**src/rtl/tsrs_pkg.sv**
```systemverilog
// Package: beat types, field widths and controller states for the score retention select unit
`timescale 1ns / 1ps
`default_nettype none
package tsrs_pkg;

	localparam int IN_SCORE_W  = 16;
	localparam int POS_W       = 6;
	localparam int KEEP_W      = 7;
	localparam int MAX_RESULTS = 64;
	localparam logic [KEEP_W-1:0] KEEP_RESET = 7'd32;

	typedef logic [POS_W-1:0] pos_t;

	typedef struct packed {
		logic [IN_SCORE_W-1:0] score;
		logic                  last_sample;
	} score_beat_t;

	typedef struct packed {
		pos_t kept_position;
		logic last_kept;
	} kept_beat_t;

	typedef enum logic [1:0] {
		ST_IDLE,
		ST_SWEEP,
		ST_EM_RD,
		ST_EM_CHK
	} ctrl_state_t;

endpackage
`default_nettype wire

```
**src/rtl/tsrs_mem.sv**
```systemverilog
// Simple dual-port sample memory: one write port, one registered read port
`timescale 1ns / 1ps
`default_nettype none
module tsrs_mem #(
	parameter int DEPTH = 64,
	parameter int WIDTH = 23
) (
	input  wire logic                     clk,
	input  wire logic                     we,
	input  wire logic [$clog2(DEPTH)-1:0] waddr,
	input  wire logic [WIDTH-1:0]         wdata,
	input  wire logic                     re,
	input  wire logic [$clog2(DEPTH)-1:0] raddr,
	output logic      [WIDTH-1:0]         rdata
);

	logic [WIDTH-1:0] mem [DEPTH];

	always_ff @(posedge clk) begin
		if (we) begin
			mem[waddr] <= wdata;
		end
	end

	always_ff @(posedge clk) begin
		if (re) begin
			rdata <= mem[raddr];
		end
	end

endmodule
`default_nettype wire

```
**src/rtl/tsrs_ctrl.sv**
```systemverilog
// Rank sweep and emit sequencer working read-modify-write on the sample memory
`timescale 1ns / 1ps
`default_nettype none
module tsrs_ctrl #(
	parameter int SAMPLE_SLOTS = 64,
	parameter int SCORE_BITS   = 16
) (
	input  wire logic                          clk,
	input  wire logic                          arst_n,
	input  wire logic                          in_valid,
	output logic                               in_stall,
	input  wire tsrs_pkg::score_beat_t         in_beat,
	input  wire logic [tsrs_pkg::KEEP_W-1:0]   keep_count,
	output logic                               em_valid,
	input  wire logic                          em_ready,
	output tsrs_pkg::kept_beat_t               em_beat
);

	localparam int AW     = $clog2(SAMPLE_SLOTS);
	localparam int CNT_W  = $clog2(SAMPLE_SLOTS + 1);
	localparam int RANK_W = (AW < 1) ? 1 : AW;
	localparam int ENT_W  = SCORE_BITS + RANK_W;
	localparam int IN_W   = tsrs_pkg::IN_SCORE_W;
	localparam int KEEP_W = tsrs_pkg::KEEP_W;
	localparam int RES_W  = $clog2(tsrs_pkg::MAX_RESULTS + 1);
	localparam int CMP_W  = (CNT_W > KEEP_W) ? CNT_W : KEEP_W;

	tsrs_pkg::ctrl_state_t state_q, state_d;

	logic [CNT_W-1:0]      n_q, n_d;
	logic [CNT_W-1:0]      idx_q, idx_d;
	logic [RANK_W-1:0]     above_q, above_d;
	logic [RES_W-1:0]      em_cnt_q, em_cnt_d;
	logic [SCORE_BITS-1:0] score_q, score_d;
	logic                  last_q, last_d;
	logic                  v_s1, v_d;
	logic [AW-1:0]         addr_s1, addr_d;

	logic [SCORE_BITS-1:0] sat_score;
	logic                  mem_we, mem_re;
	logic [AW-1:0]         mem_waddr, mem_raddr;
	logic [ENT_W-1:0]      mem_wdata, mem_rdata;
	logic [SCORE_BITS-1:0] rd_score;
	logic [RANK_W-1:0]     rd_rank;
	logic [CMP_W-1:0]      total;
	logic                  in_acc, have_room;

	generate
		if (SCORE_BITS >= IN_W) begin : g_wide
			assign sat_score = SCORE_BITS'(in_beat.score);
		end else begin : g_sat
			assign sat_score = (|in_beat.score[IN_W-1:SCORE_BITS]) ? '1 :
				in_beat.score[SCORE_BITS-1:0];
		end
	endgenerate

	assign rd_score  = mem_rdata[ENT_W-1:RANK_W];
	assign rd_rank   = mem_rdata[RANK_W-1:0];
	assign in_acc    = in_valid && !in_stall;
	assign have_room = n_q < CNT_W'(SAMPLE_SLOTS);

	always_comb begin
		total = CMP_W'(keep_count);
		if (CMP_W'(n_q) < total) begin
			total = CMP_W'(n_q);
		end
		if (CMP_W'(tsrs_pkg::MAX_RESULTS) < total) begin
			total = CMP_W'(tsrs_pkg::MAX_RESULTS);
		end
	end

	tsrs_mem #(
		.DEPTH(SAMPLE_SLOTS),
		.WIDTH(ENT_W)
	) u_mem (
		.clk  (clk),
		.we   (mem_we),
		.waddr(mem_waddr),
		.wdata(mem_wdata),
		.re   (mem_re),
		.raddr(mem_raddr),
		.rdata(mem_rdata)
	);

	always_ff @(posedge clk or negedge arst_n) begin
		if (!arst_n) begin
			state_q  <= tsrs_pkg::ST_IDLE;
			n_q      <= '0;
			idx_q    <= '0;
			above_q  <= '0;
			em_cnt_q <= '0;
			last_q   <= 1'b0;
			v_s1     <= 1'b0;
		end else begin
			state_q  <= state_d;
			n_q      <= n_d;
			idx_q    <= idx_d;
			above_q  <= above_d;
			em_cnt_q <= em_cnt_d;
			last_q   <= last_d;
			v_s1     <= v_d;
		end
	end

	always_ff @(posedge clk) begin
		score_q <= score_d;
		addr_s1 <= addr_d;
	end

	always_comb begin
		state_d   = state_q;
		n_d       = n_q;
		idx_d     = idx_q;
		above_d   = above_q;
		em_cnt_d  = em_cnt_q;
		score_d   = score_q;
		last_d    = last_q;
		v_d       = 1'b0;
		addr_d    = idx_q[AW-1:0];
		in_stall  = 1'b1;
		mem_we    = 1'b0;
		mem_waddr = addr_s1;
		mem_wdata = {rd_score, rd_rank + RANK_W'(1)};
		mem_re    = 1'b0;
		mem_raddr = idx_q[AW-1:0];
		em_valid  = 1'b0;
		em_beat.kept_position = tsrs_pkg::pos_t'(idx_q);
		em_beat.last_kept     = (CMP_W'(em_cnt_q) + CMP_W'(1)) == total;
		case (state_q)
			tsrs_pkg::ST_IDLE: begin
				in_stall = 1'b0;
				if (in_acc) begin
					score_d = sat_score;
					last_d  = in_beat.last_sample;
					idx_d   = '0;
					above_d = '0;
					if (have_room) begin
						state_d = tsrs_pkg::ST_SWEEP;
					end else if (in_beat.last_sample) begin
						em_cnt_d = '0;
						state_d  = tsrs_pkg::ST_EM_RD;
					end
				end
			end
			tsrs_pkg::ST_SWEEP: begin
				if (idx_q < n_q) begin
					mem_re = 1'b1;
					v_d    = 1'b1;
					idx_d  = idx_q + CNT_W'(1);
				end
				if (v_s1) begin
					if (rd_score >= score_q) begin
						above_d = above_q + RANK_W'(1);
					end else begin
						mem_we = 1'b1;
					end
				end else if (!(idx_q < n_q)) begin
					mem_we    = 1'b1;
					mem_waddr = n_q[AW-1:0];
					mem_wdata = {score_q, above_q};
					n_d       = n_q + CNT_W'(1);
					idx_d     = '0;
					em_cnt_d  = '0;
					state_d   = last_q ? tsrs_pkg::ST_EM_RD : tsrs_pkg::ST_IDLE;
				end
			end
			tsrs_pkg::ST_EM_RD: begin
				if (idx_q == n_q || CMP_W'(em_cnt_q) == total) begin
					n_d     = '0;
					state_d = tsrs_pkg::ST_IDLE;
				end else begin
					mem_re  = 1'b1;
					state_d = tsrs_pkg::ST_EM_CHK;
				end
			end
			tsrs_pkg::ST_EM_CHK: begin
				if (CMP_W'(rd_rank) < CMP_W'(keep_count)) begin
					em_valid = 1'b1;
					if (em_ready) begin
						em_cnt_d = em_cnt_q + RES_W'(1);
						idx_d    = idx_q + CNT_W'(1);
						state_d  = tsrs_pkg::ST_EM_RD;
					end
				end else begin
					idx_d   = idx_q + CNT_W'(1);
					state_d = tsrs_pkg::ST_EM_RD;
				end
			end
			default: begin
				state_d = tsrs_pkg::ST_IDLE;
			end
		endcase
	end

	a_no_rw_collision: assert property (@(posedge clk) disable iff (!arst_n)
		(mem_we && mem_re) |-> (mem_waddr != mem_raddr))
		else $error("read and write hit the same entry");

	a_count_bound: assert property (@(posedge clk) disable iff (!arst_n)
		n_q <= CNT_W'(SAMPLE_SLOTS))
		else $error("sample count overran the memory");

	a_emit_bound: assert property (@(posedge clk) disable iff (!arst_n)
		(state_q == tsrs_pkg::ST_EM_CHK) |-> (CMP_W'(em_cnt_q) < total))
		else $error("emit went past the kept count");

	a_last_ends_run: assert property (@(posedge clk) disable iff (!arst_n)
		(em_valid && em_ready && em_beat.last_kept) |=>
			(state_q == tsrs_pkg::ST_EM_RD && CMP_W'(em_cnt_q) == total))
		else $error("run did not end after the final kept beat");

endmodule
`default_nettype wire

```
**src/rtl/top_score_retention_select_unit.sv**
```systemverilog
// Top level: keep count register, rank/emit controller and output register
//
// Usage:
//   Input channel (in_valid/in_stall/in_beat) takes one score beat per stored
//   sample in memory order; last_sample marks the final sample of a set.
//   After the last sample the output channel (out_valid/out_stall/out_beat)
//   delivers the positions of the keep_count highest scores in ascending
//   position order; last_kept marks the final position of the run.
//   keep_count is written through cfg_we/cfg_wdata while the unit is idle.
// Timing:
//   A score beat arriving with n samples stored is handled in the controller as
//   n reads of the sample memory to update the stored ranks, a drain of the
//   read pipeline and a write of the new entry (only the write when none is stored).
//   The single read port of the memory forces the n reads to run one after another.
//   The emit pass reads and then checks each stored position up to the last kept one,
//   finishes in the read state, and holds while a kept beat is stalled.
//   The output register lets the next set start while the last beat waits.
// Reset:
//   arst_n clears the sample count, the controller and the output valid;
//   keep_count returns to 32. The memory needs no clearing.
`timescale 1ns / 1ps
`default_nettype none
module top_score_retention_select_unit #(
	parameter int SAMPLE_SLOTS = 64,
	parameter int SCORE_BITS   = 16
) (
	input  wire logic                        clk,
	input  wire logic                        arst_n,
	input  wire logic                        in_valid,
	output logic                             in_stall,
	input  wire tsrs_pkg::score_beat_t       in_beat,
	output logic                             out_valid,
	input  wire logic                        out_stall,
	output tsrs_pkg::kept_beat_t             out_beat,
	input  wire logic                        cfg_we,
	input  wire logic [tsrs_pkg::KEEP_W-1:0] cfg_wdata
);

	logic [tsrs_pkg::KEEP_W-1:0] keep_q;
	logic                        em_valid, em_ready;
	tsrs_pkg::kept_beat_t        em_beat;
	logic                        out_valid_q;
	tsrs_pkg::kept_beat_t        out_q;

	always_ff @(posedge clk or negedge arst_n) begin
		if (!arst_n) begin
			keep_q <= tsrs_pkg::KEEP_RESET;
		end else if (cfg_we) begin
			keep_q <= cfg_wdata;
		end
	end

	tsrs_ctrl #(
		.SAMPLE_SLOTS(SAMPLE_SLOTS),
		.SCORE_BITS  (SCORE_BITS)
	) u_ctrl (
		.clk       (clk),
		.arst_n    (arst_n),
		.in_valid  (in_valid),
		.in_stall  (in_stall),
		.in_beat   (in_beat),
		.keep_count(keep_q),
		.em_valid  (em_valid),
		.em_ready  (em_ready),
		.em_beat   (em_beat)
	);

	assign em_ready = !out_valid_q || !out_stall;

	always_ff @(posedge clk or negedge arst_n) begin
		if (!arst_n) begin
			out_valid_q <= 1'b0;
		end else if (em_ready) begin
			out_valid_q <= em_valid;
		end
	end

	always_ff @(posedge clk) begin
		if (em_valid && em_ready) begin
			out_q <= em_beat;
		end
	end

	assign out_valid = out_valid_q;
	assign out_beat  = out_q;

endmodule
`default_nettype wire

```
**config.mk**
```make
export PLATFORM = sky130hd
export DESIGN_NAME = top_score_retention_select_unit
export DESIGN_NICKNAME = d
export VERILOG_FILES = /design/src/rtl/tsrs_pkg.sv /design/src/rtl/tsrs_mem.sv /design/src/rtl/tsrs_ctrl.sv /design/src/rtl/top_score_retention_select_unit.sv
export SDC_FILE = /design/constraint.sdc
export NUM_CORES = 2
export LEC_CHECK = 0
export BUFFER_PORTS_ARGS = -buffer_cell sky130_fd_sc_hd__buf_4
export CAP_MARGIN = 25
export CORE_UTILIZATION = 30
export DETAILED_ROUTE_END_ITERATION = 6
export GPL_TIMING_DRIVEN = 0
export PLACE_DENSITY = 0.55
export SETUP_SLACK_MARGIN = 0.02
export SYNTH_ARGS = -nofsm -noshare
export SYNTH_HDL_FRONTEND = slang
export SYNTH_SLANG_ARGS = --single-unit
```
**constraint.sdc**
```tcl
create_clock -name clk -period 5.7 [get_ports clk]
set_clock_uncertainty 0.05 [all_clocks]
set_input_delay 1.14 -clock clk [delete_from_list [all_inputs] [get_ports clk]]
set_output_delay 1.14 -clock clk [all_outputs]
set_load 0.005 [all_outputs]
```
==> impl_metrics.csv <==
group,metric,value,unit
final_layout,drive_above_1_share,32.0,%
clock_tree,holdBufCountCts,0,
worst_setup_path,critPathMaxStageDelay,0.82,ns
floorplan,io_pins,38,
clock_tree,insertion_delay,0.79,ns
grt,grt_pass1_vias,28500,
timing,finalHoldViolCount,0,
final_layout,nFillCells,17600,
clock_tree,clock_path_buffers,3,
logic_synthesis,synth.top_cell.area_share,74.3,%
floorplan,die-height,445,um
logic_synthesis,yosysWarnings,0,
placement,io_buffers,37,
logic_synthesis,synth_cells,2604,
grt,grt_use_total,16.0,%
detailed_routing,detail-route-antenna-nets,0,
logic_synthesis,ys_async_sr_fraction,2.60,%
worst_setup_path,crit_required,6.12,ns
placement,gp_congestion,0.820,
floorplan,initial_core_util,30.2,%
logic_synthesis,yosysTopAreaCell,"edfxtp_1",
flow_run,drv_cap,0,
detailed_routing,drc,2,
logic_synthesis,synthesis.nets,2677,
min_path,worstHoldPathType,"input port to asynchronous set/reset pin",
placement,dp_cells,5354,
logic_synthesis,synth_edf_count,1453,
clock_tree,root_buffer,"clkbuf_16",
floorplan,fp.dieArea,198000,sq um
worst_setup_path,crit_path_frequent_cell,"buf_2",
worst_setup_path,critical_path_class,"flop to flop",
detailed_routing,finalWirelength,161,mm
clock_tree,cts_sinks,1498,
worst_setup_path,cpMaxStageDelayCell,"nor2_2",
logic_synthesis,synth_seq_cells,1498,
floorplan,core,195000,sq um
power,p_total,32.1,mW
worst_setup_path,critPathTopFamily,"simple AND/OR/NAND/NOR gates",
grt,antenna_found_initial,12,
final_layout,multi_input_area,14200,sq um
clock_tree,clk_pin_slew_worst_paths,0.06,ns
timing,worstMarginPinSlew,1.19,ns
floorplan,die_width,445,um
grt,grt-busiest-layer,"met2",
logic_synthesis,synth_area_per_cell,22.6,sq um
worst_setup_path,crit_path_end_kind,"flop",
final_layout,fin_nets,2987,
power,p_leak,21.3,nW
timing,drv_slew,0,
logic_synthesis,synth.distinct_cells,58,
worst_setup_path,start_kind,"flop",
logic_synthesis,yosys-top-cells-area,"edfxtp_1 (74%), mux4_2 (18%), dfrtp_1 (1.6%), ha_1 (0.94%), nor2_1 (0.58%)",
timing,rsz0062_at_grt,"true",
timing,fmax,177,MHz
logic_synthesis,synthesis.area,58800,sq um
power,ir_worst_vdd,378,uV
timing,fin_hold_ws,0.306,ns
timing,setup-violations-final,0,
logic_synthesis,synth_commonest_cells,"edfxtp_1 (1453), mux4_2 (464), nor2_1 (91)",
final_layout,fin_cells,5660,
detailed_routing,vias_per_cell,5.06,
detailed_routing,detail_route.wl_per_cell,28.4,um
status,status,"complete, but fails checks",
floorplan,placementRows,162,
detailed_routing,drtIter0Drc,2926,
final_layout,syn2layout_area_growth,19.4,%
placement,placed_area,64900,sq um
grt,grt_use_met2,26.2,%
clock_tree,h-tree-depth,4,
final_layout,seqCellArea,44700,sq um
clock_tree,cts_tree,"done",
detailed_routing,first_pass_iters,7,
worst_setup_path,cp_data_arrival_time,6.06,ns
worst_setup_path,critical_path.max_fanout,13,
logic_synthesis,seq_area_frac_synth,76.1,%
final_layout,fin_area,70200,sq um
grt,grt_overflow,0,
timing,min_period_over_period,98.9,%
grt,grt_pass1_wl,222,mm
timing,tns,0,ns
timing,slew_headroom,20.7,%
placement,dp_hpwl,106,mm
logic_synthesis,ys.flop_type,"edfxtp_1",
logic_synthesis,yosysMostFrequentCell,"edfxtp_1",
timing,post-route-min-period,5.64,ns
grt,met3_usage,2.58,%
power,pwr_density_cell,457,nW/um^2
worst_setup_path,path_buf_inv,6,
grt,grt_max_degree,45,
status,violations,"design-rule violations",
detailed_routing,num_vias,28600,
grt,use_met1,21.9,%
worst_setup_path,cp_cell_sequence,"buf_2 > buf_6 > buf_2 > inv_1 > ha_1 > nor2b_1 > o21a_1 > o21ai_0 > a211oi_1 > nand2_1 > buf_2 > o31ai_1 > nand2_2 > nor2_2 > buf_16",
clock_tree,cts_buffers,158,
-- metrics by stage --
step	utilization (%)	setup slack, ns
6_report	36.0	0.0621
3_3_place_gp	32.0	-5.30
4_1_cts	35.9	0.0165
5_1_grt	36.0	-0.235
2_1_floorplan	-	-0.111
3_5_place_dp	33.3	-0.147
-- timing repair --
action	4_1_cts	5_1_grt
pin swaps	0	15
gates resized for setup	1	16
endpoints found under the setup margin	114	523
gates cloned	1	15
setup buffers	0	3
-- sequential cells by signal, summed over array words and instances (netlist names) --
name and flops:
u_ctrl.above_q 6, u_ctrl.addr_s1 6, keep_q 7, u_ctrl.u_mem.mem 1408, out_valid 1, u_ctrl.idx_q 7, u_ctrl.n_q 7, u_ctrl.state_q 2
u_ctrl.score_q 16, u_ctrl.em_cnt_q 7, u_ctrl.last_q 1, out_beat 7, u_ctrl.u_mem.rdata 22, u_ctrl.v_s1 1
-- final cells by class --
cell class,instances,share of cell area (%)
multi-input cells,952,20.2
plain buffers,125,0.792
clock buffers,206,6.00
repair buffers,134,3.30
inverters,45,0.241
clock inverters,72,0.992
well taps,2624,4.68
diodes,4,0.0143
flip-flops and latches,1498,63.8
-- logic make-up after synthesis --
kind of cell             after synthesis  share of synthesized area, %
XOR/XNOR                              16                         0.239
buffers and inverters                170                          1.23
adder cells (fa/ha/maj)               44                         0.937
flip-flops                          1498                          76.1
multiplexers                         475                          18.0
AO/OA/AOI/OAI                        155                          1.60
AND/OR/NAND/NOR                      246                          1.88
-- worst register-to-register path, delay by kind of cell (launching register included) --
kind | cells | cell delay, ns
flops | 1 | 0.43
buf+inv | 6 | 1.53
simple gates | 4 | 1.86
compound gates | 4 | 1.24
fa+ha+maj | 1 | 0.21
-- power breakdown --
part / total [mW] / internal (mW) / switching, mW
Combinational: 7.95 / 2.94 / 5.00
Clock: 9.92 / 5.73 / 4.19
Sequential: 14.2 / 14.1 / 0.172
Total: 32.1 / 22.7 / 9.36
-- layer usage --
| layer | wire length [um] | vias up | share of wire, % |
|---|---|---|---|
| li1 | - | 11700 | - |
| met1 | 67700 | 15700 | 42 |
| met2 | 78700 | 1046 | 49 |
| met3 | 10000 | 215 | 6.2 |
| met4 | 4090 | 0 | 2.5 |
| met5 | 0 | - | 0 |
-- placed cells by master, fill, tap and decap left out, types with 32 or more instances in the layout --
cell type and count:
edfxtp_1 1453, mux4_2 464, clkbuf_16 161, clkbuf_1 108, nand2_1 72, nor2_4 67, inv_1 45, ha_1 44
o21ai_0 42, buf_4 42, dfrtp_1 38, buf_2 36, buf_16 35, buf_12 32
-- worst paths after layout --
path	to	cells after the start	from	slack, ns
worst min-delay path	u_ctrl.above_q[4]	1	arst_n	0.31
min in group clk	u_ctrl.addr_s1[5]	0	u_ctrl.idx_q[5]	0.40
worst min register to register	u_ctrl.addr_s1[5]	0	u_ctrl.idx_q[5]	0.40
worst max register to register	u_ctrl.u_mem.mem[11][12]	15	u_ctrl.idx_q[0]	0.06
worst max-delay path	u_ctrl.u_mem.mem[11][12]	15	u_ctrl.idx_q[0]	0.06
max in group asynchronous	u_ctrl.state_q[0]	1	arst_n	4.90
No activity file was read; power rests on OpenSTA's default activity.
